$ cat src/hw/rtl/cau_pkg.sv
package cau_pkg;

    // Default operand format: signed Q4.12
    localparam int DATA_WIDTH = 16;
    localparam int FRAC_BITS  = 12;

    // Operation codes
    localparam logic [1:0] OP_ADD = 2'd0;
    localparam logic [1:0] OP_SUB = 2'd1;
    localparam logic [1:0] OP_MUL = 2'd2;
    localparam logic [1:0] OP_DIV = 2'd3;

    // Per-request flags carried down the pipeline
    typedef struct packed {
        logic neg_re;
        logic neg_im;
        logic big_re;
        logic big_im;
        logic dz;
        logic is_div;
    } cau_flags_t;

endpackage

$ cat src/hw/rtl/cau_cell.sv
module cau_cell #(
    parameter int DATA_WIDTH = 16,
    parameter int FRAC_BITS  = 12,
    parameter int BIT        = 0
) (
    input  logic                              clk,
    input  logic                              en,
    input  logic [3*DATA_WIDTH+FRAC_BITS+1:0] rem_re_in,
    input  logic [3*DATA_WIDTH+FRAC_BITS+1:0] rem_im_in,
    input  logic [3*DATA_WIDTH+FRAC_BITS+1:0] den_in,
    input  logic [2*DATA_WIDTH:0]             q_re_in,
    input  logic [2*DATA_WIDTH:0]             q_im_in,
    input  cau_pkg::cau_flags_t               flags_in,
    output logic [3*DATA_WIDTH+FRAC_BITS+1:0] rem_re,
    output logic [3*DATA_WIDTH+FRAC_BITS+1:0] rem_im,
    output logic [3*DATA_WIDTH+FRAC_BITS+1:0] den,
    output logic [2*DATA_WIDTH:0]             q_re,
    output logic [2*DATA_WIDTH:0]             q_im,
    output cau_pkg::cau_flags_t               flags
);
    import cau_pkg::*;

    localparam int CW = 3*DATA_WIDTH + FRAC_BITS + 2;

    // One restoring step per lane: quotient bit BIT
    logic [CW-1:0]         dsh;
    logic                  take_re, take_im;
    logic [2*DATA_WIDTH:0] q_re_next, q_im_next;

    always_comb
    begin
        dsh     = den_in << BIT;
        take_re = flags_in.is_div && (rem_re_in >= dsh);
        take_im = flags_in.is_div && (rem_im_in >= dsh);
        q_re_next      = q_re_in;
        q_im_next      = q_im_in;
        q_re_next[BIT] = q_re_in[BIT] | take_re;
        q_im_next[BIT] = q_im_in[BIT] | take_im;
    end

    always_ff @(posedge clk)
    begin
        if (en)
        begin
            rem_re <= take_re ? rem_re_in - dsh : rem_re_in;
            rem_im <= take_im ? rem_im_in - dsh : rem_im_in;
            den    <= den_in;
            flags  <= flags_in;
            q_re   <= q_re_next;
            q_im   <= q_im_next;
        end
    end

endmodule
$ cat config.mk
export PLATFORM = sky130hd
export DESIGN_NAME = cau_cell
export DESIGN_NICKNAME = d
export VERILOG_FILES = /design/src/hw/rtl/cau_pkg.sv /design/src/hw/rtl/cau_cell.sv
export SDC_FILE = /design/constraint.sdc
export NUM_CORES = 1
export LEC_CHECK = 0
export ABC_AREA = 1
export BUFFER_PORTS_ARGS = -buffer_cell sky130_fd_sc_hd__buf_2
export CAP_MARGIN = 15
export CORE_AREA = 5 5 237 239
export DETAILED_ROUTE_END_ITERATION = 6
export DIE_AREA = 0 0 242 244
export PLACE_DENSITY = 0.68
export SYNTH_ARGS = -nofsm -noshare
export SYNTH_HDL_FRONTEND = slang
export SYNTH_SLANG_ARGS = --single-unit
$ cat constraint.sdc
create_clock -name clk -period 2.2 [get_ports clk]
set_input_delay 0 -clock clk [delete_from_list [all_inputs] [get_ports clk]]
set_output_delay 0 -clock clk [all_outputs]
set_load 0.02 [all_outputs]
* After elaboration in Yosys (flattened, before gate mapping) *
Index checks and enable logic that the tools add are counted.
Widths: inputs -> output; s select.

storage, ports and cells
  register bits after elaboration = 258
  word-level logic and storage cells = 21
  bits of input ports = 260
  output and inout bits = 258

operators by class
  add/subtract/negate cells = 2
  bitwise gates (word level) = 2
  reductions and logical operators = 2
  mux-type cells = 2
  magnitude comparators = 2

operators with widths
  cell               number
  $ge 62x62->1       2
  $mux 62            2
  $sub 62x62->62     2
  $logic_and 1x1->1  2
  $or 1x1->1         2

* Logic depth before layout (Yosys ltp) *
  word-level depth = 3
  mapped depth = 16
  mapped depth without buffers = 16

* Least setup slack after synthesis *
OpenSTA, ideal clock, no wires.

  path type = input to register
  start point = input port rem_im_in[0]
  end point = register rem_im[46], data pin
  data required time = 1.948 ns
  path buffers = 1
  setup time = 0.252 ns
  arrival time = 1.666 ns
  cell stages on the path = 16
  setup slack = 0.282 ns
  path through = inv_1 -> ha_1 -> fa_1 -> inv_1 -> nand2_1 -> nand3_2 -> nand2_1 -> nand2_1 -> nand2_1 -> nand2_2 -> nand3_4 -> nand2_4 -> nand2_4 -> buf_6 -> nand2_1 -> nand2_1

on the way
  word-level cells in the longest chain between the ends = 3
  elaborated cells on any way between the ends = 4

ends and longest elaborated chain
  item                  RTL line        text
  start, declared       cau_cell.sv:9   input logic [3*DATA_WIDTH+FRAC_BITS+1:0] rem_im_in,
  $ge 62x62->1          cau_cell.sv:34  take_im = flags_in.is_div && (rem_im_in >= dsh);
  $logic_and 1x1->1     cau_cell.sv:34
  $mux 62 *             cau_cell.sv:46  rem_im <= take_im ? rem_im_in - dsh : rem_im_in;
  end signal, assigned  cau_cell.sv:46
  end, declared         cau_cell.sv:15  output logic [3*DATA_WIDTH+FRAC_BITS+1:0] rem_im,

Mark *: on every way between the ends. The rest lies on a longest branch, timed or not.
A chain may end at the register's enable or synchronous reset.

* Final worst setup path *
  start point = input port rem_re_in[1]
  end point = register rem_re[55], data pin

on the way
  word-level cells in the longest chain between the ends = 3
  elaborated cells on any way between the ends = 4

ends and longest elaborated chain
  item                  RTL line        text
  start, declared       cau_cell.sv:8   input logic [3*DATA_WIDTH+FRAC_BITS+1:0] rem_re_in,
  $ge 62x62->1          cau_cell.sv:33  take_re = flags_in.is_div && (rem_re_in >= dsh);
  $logic_and 1x1->1     cau_cell.sv:33
  $mux 62 *             cau_cell.sv:45  rem_re <= take_re ? rem_re_in - dsh : rem_re_in;
  end signal, assigned  cau_cell.sv:45
  end, declared         cau_cell.sv:14  output logic [3*DATA_WIDTH+FRAC_BITS+1:0] rem_re,

Marks and branches as above.

==> reports/qor.yml <==
floorplan:
  rows: 85
  core_area_sq_um: 53600
  die_h_um: 244
  fp.dieW_um: 242
  initial_core_util: 0.4057
  dieArea_sq_um: 59050
  io_pins: 518
final_layout:
  area_growth_pct: 52.70
  nFillCells: 4962
  layout.cells.non_filler: 5319
  multi_input_area_sq_um: 11680
  mostFrequentLayoutCell: "nand2_1"
  layout_common_cells: "nand2_1, inv_1, buf_2"
  drive_above_1_share: 0.2769
  regArea_sq_um: 7747
  fin_nets: 4978
route:
  wl_per_cell_um: 18.48
  routed_wl_mm: 98.31
  ant_nets: 0
  dr.pass1.iters: 6
  vias: 25410
  first_iter_violations: 2171
  drc: 0
  via_per_inst: 4.778
pwr:
  power_density_nw_per_um2: 557.1
  power_mw: 18.50
  p_leak_nw: 18.50
  ir_drop_mv: 0.5692
worst_setup_path:
  slowest_stage: "dlygate4sd3_1"
  cp.buffers_inverters: 7
  critical_path_class: "input pin to flop"
  max_stage_delay_ns: 0.56
  cp.required_ns: 2.65
  crit_path_max_fanout: 9
  critPathLaunchType: "input pin"
  crit_family: "buffers and inverters"
  crit_top_cell: "nand2_1"
  worst_setup_path_end_kind: "flop"
  path_cells: "dlygate4sd3_1 > buf_2 > inv_1 > fa_2 > inv_2 > nand2_1 > nand3_2 > nand2_1 > nand2_2 > nand2_1 > nand2_2 > nand3_4 > buf_4 > a21oi_4 > buf_12 > clkbuf_16 > nand2_2 > nand2_1"
  cp.arrival_ns: 2.56
logic_synthesis:
  yosysSeqAreaShare: 0.3563
  netlist_area_sq_um: 21740
  synth-edff-count: 258
  synth-seq-cells: 258
  syn_avg_cell_area_sq_um: 6.579
  synth_flop_cell: "edfxtp_1"
  async_reset_ff_frac: 0
  netlist_instances: 3305
  yosysUniqueCellTypes: 35
  ys_warn_count: 0
  synth_nets: 3691
clock_network:
  clk_pin_slew_ns: 0.06
  clk_path_buf_depth: 3
  clkSinkCount: 258
  htree_levels: 1
  ctsRootBufferMaster: "clkbuf_16"
  cts_inserted_buffers: 30
  tritoncts: "built"
sta:
  slew_viol_final: 0
  finalCritPeriodShare: 0.9565
  worstMarginPinSlew_ns: 0.6497
  fin_ws_ns: 0.09572
  relSlewSlack: 0.5659
  fmax_mhz: 475.2
  grt_setup_unrepaired: "yes"
  holdWs_ns: 0.01230
  fin_tns_setup_ns: 0
  hold_viol_final: 0
  setup_viol: 0
  period_needed_ns: 2.104
placement:
  dp_hpwl_mm: 80.27
  post-place-ws_ns: -0.4356
  portBuffers: 517
  place_inst: 4995
  routabilityCongestion: 1.019
global_route:
  grt_pass1_wl_mm: 144.0
  grt_pass1_vias: 25240
  grt-ovfl-total: 0
  antenna_found_initial: 8
  grt_use_total: 0.3150
  grt_max_degree: 66
min_path:
  worstHoldPathType: "input pin to flop"
run_status:
  outcome: "finished clean"
run:
  cap_violations: 0
-- kinds of logic (layout without fill, tap and decap cells) --
group | after synthesis | count (layout) | synth area share
fa+ha+maj | 126 | 126 | 0.07319
buf+inv | 737 | 2047 | 0.1339
other cells | 0 | 7 | 0
flops | 258 | 258 | 0.3563
compound gates | 118 | 119 | 0.02952
xor+xnor | 58 | 58 | 0.02336
simple gates | 2008 | 2008 | 0.3837
-- sequential cells by signal (all words and copies together) (netlist names) --
register	flops
rem_im	62
q_re	33
rem_re	62
flags	6
q_im	33
den	62
-- metal layers --
layer  vias to the layer above  wire length (um)  GRT usage
met4                         0              4996     0.1289
met3                       218              6551    0.04040
met5                         -                 0          0
met2                       941             47760     0.5628
li1                      12690                 -          -
met1                     11560             39010     0.3860
-- stage by stage --
step / util / cell area (sq um)
after detailed placement: 0.5406 / 28980
after global routing: 0.6193 / 33200
after global placement: 0.5406 / 28980
after CTS: 0.6072 / 32550
after floorplan: - / 21740
final: 0.6194 / 33200
-- worst paths after layout --
kind                          from                   end  slack [ns]  depth (start not counted)
worst min-delay path   flags_in[0]    flags[0]$_DFFE_PP_        0.01                          2
worst max-delay path  rem_re_in[1]  rem_re[55]$_DFFE_PP_         0.1                         18
-- Yosys cell counts (all sizes together), types with 13 or more instances --
library cell,count,area (sq um)
ha,124,1551
a21oi,95,501.7
nor2,221,1005
edfxtp,258,7747
nand2,1499,5742
nor3,32,202.7
nand4,42,262.8
inv,702,2635
buf,25,239.0
xor2,56,490.5
nand3,205,1071
o21ai,13,65.06
-- area by class of cell --
cell class                      instances  share of cell area
Timing Repair Buffer                 1285              0.2788
Antenna cell                            7           0.0005276
Clock buffer                           34             0.02306
Sequential cell                       258              0.2333
Tap cell                              696             0.02623
Inverter                              706             0.07981
Clock inverter                         22            0.006595
Multi-Input combinational cell       2311              0.3517
-- what timing repair did --
item	4_1_cts	5_1_grt
hold endpoints to repair	303	0
setup buffers	0	2
hold buffers	258	0
resized for setup	0	111
endpoints found under the setup margin	0	82
-- report_power, final --
group,switching [mW],total (mW),internal (mW)
clock network,2.20,5.08,2.88
logic,4.32,7.26,2.93
registers,0.173,6.16,5.99
No activity file was read; power rests on OpenSTA's default activity.
